--- config.mk ---
export PLATFORM = sky130hd
export DESIGN_NAME = plti_ram
export DESIGN_NICKNAME = d
export VERILOG_FILES = /design/src/rtl/plti_ram.sv
export SDC_FILE = /design/constraint.sdc
export NUM_CORES = 1
export LEC_CHECK = 0
export ABC_AREA = 1
export BUFFER_PORTS_ARGS = -buffer_cell sky130_fd_sc_hd__buf_4
export CORE_MARGIN = 1.5
export CORE_UTILIZATION = 55
export CTS_CLUSTER_DIAMETER = 30
export DETAILED_ROUTE_END_ITERATION = 8
export PLACE_DENSITY_LB_ADDON = 0.25
export SYNTH_ARGS = -nofsm -noshare
export SYNTH_HDL_FRONTEND = slang
export SYNTH_SLANG_ARGS = --single-unit
--- constraint.sdc ---
create_clock -name clk -period 2.3 [get_ports clk]
set_clock_uncertainty 0.15 [all_clocks]
set_input_delay 0.23 -clock clk [delete_from_list [all_inputs] [get_ports clk]]
set_output_delay 0.23 -clock clk [all_outputs]
set_load 0.02 [all_outputs]
--- src/rtl/plti_ram.sv ---
// Generic single-write, single-read synchronous RAM with registered read data.
// No dependencies.
`default_nettype none

module plti_ram #(
  parameter int WIDTH = 8,
  parameter int DEPTH = 64
) (
  input  wire logic                     clk,
  input  wire logic                     we,
  input  wire logic [$clog2(DEPTH)-1:0] waddr,
  input  wire logic [WIDTH-1:0]         wdata,
  input  wire logic [$clog2(DEPTH)-1:0] raddr,
  output logic      [WIDTH-1:0]         rdata
);

  logic [WIDTH-1:0] mem [DEPTH];

  // write port and registered read port
  always_ff @(posedge clk) begin
    if (we) begin
      mem[waddr] <= wdata;
    end
    rdata <= mem[raddr];
  end

endmodule

`default_nettype wire

==> results.yml <==
floorplanning:
  num_rows: 71
  coreArea_mm2: 0.03793
  die_w_um: 200.0
  die_y_um: 200.0
  start_util: 0.5626
  die_area_mm2: 0.03999
  num_io_pins: 30
logic_synthesis:
  synthAdderAreaFrac: 0
  synth_top_family_by_area: "simple AND/OR/NAND/NOR gates"
  synth.largest_area_cell: "edfxtp_1"
  syn_area_per_cell_um2: 11.82
  yosys_register_bits: 520
  netlist-cell-type-count: 16
  yosys.area.top_type_share: 0.7205
  yosysWarnings: 0
  netlist_top_cells_area: "edfxtp_1 (72%), nand2_1 (11%), nand3_1 (10%), buf_6 (1.8%), nor2_1 (0.99%)"
  synth_compound_area_frac: 0
  synth.net_count: 1827
  syn-cell-area_mm2: 0.02134
  muxShareOfSynthArea: 0
  yosysSeqAreaShare: 0.7280
  postSynthCellCount: 1805
  synthXorXnorAreaFrac: 0
  synth-simple-area-share: 0.2318
clock_tree:
  post-cts-setup-buffers: 0
  cts.repair.resized: 0
  clock-sinks: 520
  cts_tree: "built"
  cts_made_buffers: 90
  ctsHoldBuffers: 14
  cts-root-buf: "clkbuf_16"
  cts-htree-levels: 3
  clkLatencyLatePin_ns: 0.61
  path_clk_slew_ns: 0.05
  clk_path_buf_depth: 3
grt:
  grt_pass1_wl_mm: 81.42
  grt.overflow.total: 0
  grt_pass1_vias: 14210
  antenna_found_initial: 0
  track_usage: 0.2779
  grt_max_degree: 107
power_and_ir_drop:
  p_leak_nw: 9.589
  p_per_area_mw_per_mm2: 972.8
  peakVddDrop_mv: 0.9483
  finalPower_w: 0.02494
worst_setup_path:
  arrival_ns: 2.48
  crit_required_ns: 2.64
  r2r_cells: 9
  crit_path_end_kind: "register"
  critPathKind: "in2reg"
  cp_max_fo: 17
  crit_path_start_kind: "primary input"
timing:
  tightest_slew_ns: 0.5899
  whs_ns: 0.02103
  period_needed_ns: 2.142
  timing.final.crit_share: 0.9315
  hold_viol_final: 0
  rsz0062_at_grt: "false"
  fmax_mhz: 466.8
  maxSlewViolCount: 0
  setup_viol: 0
  tns_ns: 0
  slew-limit-headroom: 0.6063
detailed_routing:
  wl_per_cell_um: 21.21
  drc_errors: 0
  routed_wl_mm: 53.54
  viasPerCell: 5.758
  final_antenna_net_count: 0
  drtIter0Drc: 1663
  dr.pass1.iters: 5
  routed-via-count: 14530
final_layout:
  nNetsFinal: 1963
  final_common_cell: "nand2_1"
  drive_gt1_frac: 0.1456
  fin_area_mm2: 0.02564
  area_growth_pct: 20.16
  stdcell_count: 2524
  mostFrequentLayoutCells: "nand2_1 (648), edfxtp_1 (512), nand3_1 (439)"
  diodes: 0
placed_design:
  dp_cells: 2346
  portBuffers: 29
  globalplace.congestion: 0.9027
  dpl.hpwl_mm: 31.51
  placed_area_mm2: 0.02249
worst_hold_path:
  worstHoldPathType: "in2reg"
  min_delay_path_depth: 2
flow_run:
  maxCapViolations: 0
status:
  status: "completed"
[area by class of cell]
| class | instances | area (um2) |
|---|---|---|
| well taps | 511 | 639.4 |
| flip-flops and latches | 520 | 15530 |
| fillers | 2697 | 12290 |
| clock inverters | 66 | 708.2 |
| clock buffers | 98 | 2303 |
| inverters | 12 | 52.55 |
| multi-input cells | 1160 | 4946 |
| repair buffers | 157 | 1458 |
[cell families after synthesis]
kind of cell | count (synthesis)
buf+inv | 125
flops | 520
simple gates | 1160
[worst paths after layout]
kind	start	to	slack (ns)
setup / recovery	raddr[4]	rdata[0]	0.16
setup reg to reg	mem[47][0]	rdata[0]	0.39
hold / removal	wdata[1]	mem[7][1]	0.02
hold reg to reg	mem[0][6]	rdata[6]	0.68
[per-layer routing]
| metal | vias to the layer above | track usage | part of all wire |
|---|---|---|---|
| li1 | 6658 | - | - |
| met2 | 764 | 0.4437 | 0.48 |
| met3 | 126 | 0.05864 | 0.091 |
| met5 | - | 0 | 0 |
| met1 | 6986 | 0.3714 | 0.39 |
| met4 | 0 | 0.1225 | 0.036 |
[where the power goes]
group / internal (W) / total [W] / switching, W / leakage, nW
clock network: 0.00850 / 0.0131 / 0.00457 / 1.46
registers: 0.0105 / 0.0106 / 0.0000426 / 4.67
logic: 0.000385 / 0.00133 / 0.000942 / 3.45
[stage by stage]
stage	setup slack (ns)	util
5_1_grt	0.1590	0.6760
6_report	0.1576	0.6760
3_3_place_gp	0.3672	0.5929
2_1_floorplan	0.1539	-
3_5_place_dp	0.3537	0.5929
4_1_cts	0.2503	0.6760
[state kept, by name (all words and copies together), names as in the netlist]
register and count:
rdata 8, mem 512
[worst max-delay path: stages]
cell	delay, ns
dlygate4sd3_1	0.56
buf_4	0.22
inv_1	0.47
nand3_1	0.22
nand3_1	0.15
dlygate4sd3_1	0.57
nand2_1	0.05
[synth_stat cells]
master	instances
nand4_1	9
nand2_1	648
edfxtp_1	512
nor2_1	56
buf_4	14
clkbuf_1	15
buf_2	37
nor4_1	8
nand3_1	439
inv_2	1
buf_6	35
inv_1	10
buf_1	10
buf_8	2
inv_6	1
dfxtp_1	8
No activity file was read; power rests on OpenSTA's default activity.
