`src/rtl/plti_pkg.sv`:
```
// Shared types and constants for the piecewise-linear table interpolation unit.
// No dependencies; used by plti_div and the top level.
`default_nettype none

package plti_pkg;

  // word field widths
  localparam int CMD_W    = 2;
  localparam int KEY_W    = 24;
  localparam int SCALE_W  = 32;
  localparam int STATUS_W = 3;
  localparam int ENTRY_W  = KEY_W + SCALE_W;
  // scale delta times key delta
  localparam int PROD_W   = SCALE_W + KEY_W;

  // command codes
  localparam logic [CMD_W-1:0] CMD_APPEND = 2'd0;
  localparam logic [CMD_W-1:0] CMD_QUERY  = 2'd1;
  localparam logic [CMD_W-1:0] CMD_CLEAR  = 2'd2;

  // status codes
  localparam logic [STATUS_W-1:0] ST_OK    = 3'd0;
  localparam logic [STATUS_W-1:0] ST_ABOVE = 3'd1;
  localparam logic [STATUS_W-1:0] ST_BELOW = 3'd2;
  localparam logic [STATUS_W-1:0] ST_EMPTY = 3'd3;
  localparam logic [STATUS_W-1:0] ST_FULL  = 3'd4;
  localparam logic [STATUS_W-1:0] ST_ORDER = 3'd5;

  // divider request and response
  typedef struct packed {
    logic              start;
    logic [PROD_W-1:0] dividend;
    logic [KEY_W-1:0]  divisor;
  } div_req_t;

  typedef struct packed {
    logic              done;
    logic [PROD_W-1:0] quotient;
  } div_rsp_t;

endpackage

`default_nettype wire

```
`src/rtl/plti_div.sv`:
```
// Restoring serial divider, one quotient bit per cycle.
// Depends on plti_pkg for the request and response structs.
`default_nettype none

module plti_div (
  input  wire logic              clk,
  input  wire logic              rst_n,
  input  wire plti_pkg::div_req_t req,
  output plti_pkg::div_rsp_t     rsp
);

  import plti_pkg::*;

  localparam int CNT_W = $clog2(PROD_W + 1);

  logic [KEY_W-1:0]  divisor_r, divisor_nxt;
  logic [KEY_W-1:0]  rem_r, rem_nxt;
  logic [PROD_W-1:0] quo_r, quo_nxt;
  logic [CNT_W-1:0]  cnt_r, cnt_nxt;
  logic              busy_r, busy_nxt;
  logic              done_r, done_nxt;

  logic [KEY_W:0]    trial;
  logic              fits;

  // one shift-subtract step
  always_comb begin
    trial       = {rem_r, quo_r[PROD_W-1]};
    fits        = trial >= {1'b0, divisor_r};
    divisor_nxt = divisor_r;
    rem_nxt     = rem_r;
    quo_nxt     = quo_r;
    cnt_nxt     = cnt_r;
    busy_nxt    = busy_r;
    done_nxt    = 1'b0;
    if (req.start) begin
      divisor_nxt = req.divisor;
      rem_nxt     = '0;
      quo_nxt     = req.dividend;
      cnt_nxt     = '0;
      busy_nxt    = 1'b1;
    end else if (busy_r) begin
      rem_nxt = fits ? KEY_W'(trial - {1'b0, divisor_r}) : trial[KEY_W-1:0];
      quo_nxt = {quo_r[PROD_W-2:0], fits};
      cnt_nxt = cnt_r + 1'b1;
      if (cnt_r == CNT_W'(PROD_W - 1)) begin
        busy_nxt = 1'b0;
        done_nxt = 1'b1;
      end
    end
  end

  always_ff @(posedge clk) begin
    if (!rst_n) begin
      busy_r <= 1'b0;
      done_r <= 1'b0;
    end else begin
      busy_r <= busy_nxt;
      done_r <= done_nxt;
    end
    divisor_r <= divisor_nxt;
    rem_r     <= rem_nxt;
    quo_r     <= quo_nxt;
    cnt_r     <= cnt_nxt;
  end

  assign rsp.done     = done_r;
  assign rsp.quotient = quo_r;

endmodule

`default_nettype wire

```
`config.mk`:
```
export PLATFORM = sky130hd
export DESIGN_NAME = plti_div
export DESIGN_NICKNAME = d
export VERILOG_FILES = /design/src/rtl/plti_pkg.sv /design/src/rtl/plti_div.sv
export SDC_FILE = /design/constraint.sdc
export NUM_CORES = 1
export LEC_CHECK = 0
export BUFFER_PORTS_ARGS = -buffer_cell sky130_fd_sc_hd__buf_2
export CAP_MARGIN = 20
export CORE_MARGIN = 4
export CORE_UTILIZATION = 46
export CTS_CLUSTER_SIZE = 16
export DETAILED_ROUTE_END_ITERATION = 16
export PLACE_DENSITY_LB_ADDON = 0.12
export SETUP_SLACK_MARGIN = 0.05
export SLEW_MARGIN = 20
export SYNTH_ARGS = -nofsm -noshare
export SYNTH_HDL_FRONTEND = slang
export SYNTH_SLANG_ARGS = --single-unit
export TNS_END_PERCENT = 10
```
`constraint.sdc`:
```
create_clock -name clk -period 3.5 [get_ports clk]
set_input_delay 0 -clock clk [delete_from_list [all_inputs] [get_ports clk]]
set_output_delay 0 -clock clk [all_outputs]
set_load 0.02 [all_outputs]
```
==> flow_summary.toml <==
[timing]
skew_ns = 0.01147
slew_violations = 0
clock.fmax_ghz = 0.3545
tightest_slew_ns = 0.6492
slew_headroom_pct = 56.56
setup-tns-final_ns = 0
timing.hold.ws_ns = 0.09705
fin_crit_ns = 2.821
rsz0062_at_grt = "no"
min_period_over_period_pct = 80.59
hold_viol_final = 0
setup_viol = 0

[yosys]
ys_ff_latch = 112
avgSynthCellArea_um2 = 11.41
synth_cells = 522
synth_seq_area_share_pct = 51.09
syn_nets = 631
synthFlopType = "edfxtp_1"
synth-async-reset-ratio_pct = 0
syn-cell-area_mm2 = 0.005956
synth-edff-count = 80
yosysWarnings = 0
ys_types = 57

[layout]
insertedDiodeCount = 0
multi_input_area_mm2 = 0.002663
num-fill-cells = 1040
drive_above_1_share_pct = 31.79
area_delta_synth_final_pct = 31.79
fin_nets = 840
mostFrequentLayoutCells = "138 x buf_2, 81 x dlygate4sd3_1, 80 x edfxtp_1, 58 x mux2_2, 56 x nand2_1"
final_common_cell = "buf_2"
seqCellArea_mm2 = 0.003044

[run_status]
status = "finished clean"

[die]
rows = 41
die_y_um = 121.8
io_pins = 140
core_area_mm2 = 0.01267
start_util_pct = 47.00
fp.dieW_um = 121.8
die-area_mm2 = 0.01483

[cts]
cts_tree = "yes"
clock-sinks = 112
post_cts_buffers = 0
cts_htree_levels = 3
clkSlewWorstSetupHoldPaths_ns = 0.07
cts_root_buf = "clkbuf_16"
clk_latency_ns = 0.36
cts_buffers = 9
clockBufferDepth = 2
post_cts_resized = 0

[route]
top_layer = "met4"
drt-met1-wl_um = 5964
wire_per_inst_um = 15.73
first_pass_iters = 4
ant_nets = 0
wirelength_um = 14280
vias_per_cell = 5.253
drt-initial-drc-count = 228
wl_met3_um = 887
wl_met2_um = 7131
dr_total_vias = 4770
drc = 0

[critical_path]
end_kind = "flop"
cp.required_ns = 3.76
start_kind = "flop"
path_class = "reg2reg"
arrival_ns = 3.08
path_max_fanout = 20

[power]
power_switching_mw = 1.050
p_seq_share_pct = 46.7
clockPowerShare_pct = 27.3
switching_share_pct = 29.93
vdd_drop_max_mv = 0.3702
p_int_mw = 2.459
pwr-share-comb_pct = 26.0
power.leakage_nw = 3.275
p_per_area_mw_per_mm2 = 447.2

[global_route]
grt_pass1_wl_um = 23230
grt_antenna_before_repair = 0
grt_max_degree = 54
grt_usage_pct = 19.67
grt_pass1_vias = 4943
grt-ovfl-total = 0

[hold_path]
hold_class = "in2reg"

[placed_design]
portBuffers = 139
place_congestion = 0.8930
hpwl_um = 9505

[job]
max_cap_violations = 0
-- registers in the layout (all words and copies together), names as in the netlist --
signal	flops
done_r	1
quo_r	56
busy_r	1
divisor_r	24
rem_r	24
cnt_r	6
-- layer usage --
| layer | global-route usage [%] | vias up |
|---|---|---|
| met5 | 0 | - |
| met2 | 34.36 | 133 |
| met3 | 6.035 | 22 |
| li1 | - | 2343 |
| met1 | 22.62 | 2272 |
| met4 | 7.563 | 0 |
-- cell type report --
type	instances	area share (%)
Sequential cell	112	38.79
Multi-Input combinational cell	353	33.92
Timing Repair Buffer	225	19.70
Clock buffer	12	3.013
Tap cell	172	2.742
Inverter	30	1.435
Clock inverter	4	0.3985
-- through the flow --
stage          cell area [um2]  total power [mW]  setup WS, ns  util, %  instances
3_3_place_gp              6770             2.489        0.7653    53.43        811
5_1_grt                   7849             3.700        0.3679    61.94        908
6_report                  7849             3.510        0.6793    61.94        908
4_1_cts                   7849             3.545        0.6701    61.94        908
3_5_place_dp              6770             2.501        0.6603    53.43        811
2_1_floorplan             5956             2.274        0.9126        -        522
-- power groups by stage --
stage / Sequential [mW] / Combinational [mW] / Clock (mW)
final: 1.64 / 0.914 / 0.957
after global routing: 1.65 / 1.01 / 1.04
after CTS: 1.64 / 0.912 / 0.995
after detailed placement: 1.66 / 0.838 / 0
after global placement: 1.66 / 0.829 / 0
after floorplan: 1.74 / 0.532 / 0
-- cell usage after synthesis (3+ instances only) --
cell type	n	area (um2)
edfxtp_1	80	2402
mux2_2	58	653.1
nand2_1	57	214.0
nor2_1	41	153.9
dfxtp_1	32	640.6
inv_1	30	112.6
a21oi_1	25	125.1
ha_1	25	312.8
clkbuf_1	20	75.07
o21ai_0	16	80.08
a311oi_1	12	105.1
nand3_1	11	55.05
xor2_1	11	96.34
xnor2_1	10	87.58
a311oi_2	8	120.1
nand4_1	7	43.79
a21o_1	6	45.04
nor2b_1	6	37.54
o21a_1	5	37.54
or3_1	5	31.28
and3_1	3	18.77
mux2i_1	3	30.03
nor3_1	3	15.01
o211ai_1	3	22.52
-- cell families after synthesis --
| logic type | after synthesis | synth area share, % |
|---|---|---|
| flops | 112 | 51.09 |
| xor+xnor | 21 | 3.088 |
| compound gates | 100 | 13.30 |
| simple gates | 145 | 11.22 |
| mux | 61 | 11.47 |
| buf+inv | 57 | 4.244 |
| fa+ha+maj | 26 | 5.588 |
-- final timing paths --
| path | start | end | slack [ns] | cells past startpoint |
|---|---|---|---|---|
| worst max-delay path | divisor_r[19]$_DFFE_PP_ | rem_r[3]$_SDFFE_PP0P_ | 0.68 | 11 |
| worst min-delay path | req[80] | rem_r[8]$_SDFFE_PP0P_ | 0.1 | 2 |
| worst max register to register | divisor_r[19]$_DFFE_PP_ | rem_r[3]$_SDFFE_PP0P_ | 0.68 | 11 |
| worst min register to register | cnt_r[5]$_SDFFE_PP0P_ | cnt_r[5]$_SDFFE_PP0P_ | 0.49 | 2 |
-- worst max-delay path, cell delays in order, from the launching register on --
cell and delay, ns:
edfxtp_1 0.33, inv_1 0.04, ha_1 0.36, a21o_1 0.23
a21oi_2 0.25, a21oi_1 0.15, a2111oi_4 0.36, o211ai_1 0.23
nor2_2 0.14, buf_4 0.26, nand2_1 0.08, a311oi_1 0.28
-- timing repair --
item	CTS	global route
hold endpoints to repair	82	0
hold buffers	81	0
setup endpoints to repair	0	0
No activity file was read; power rests on OpenSTA's default activity.
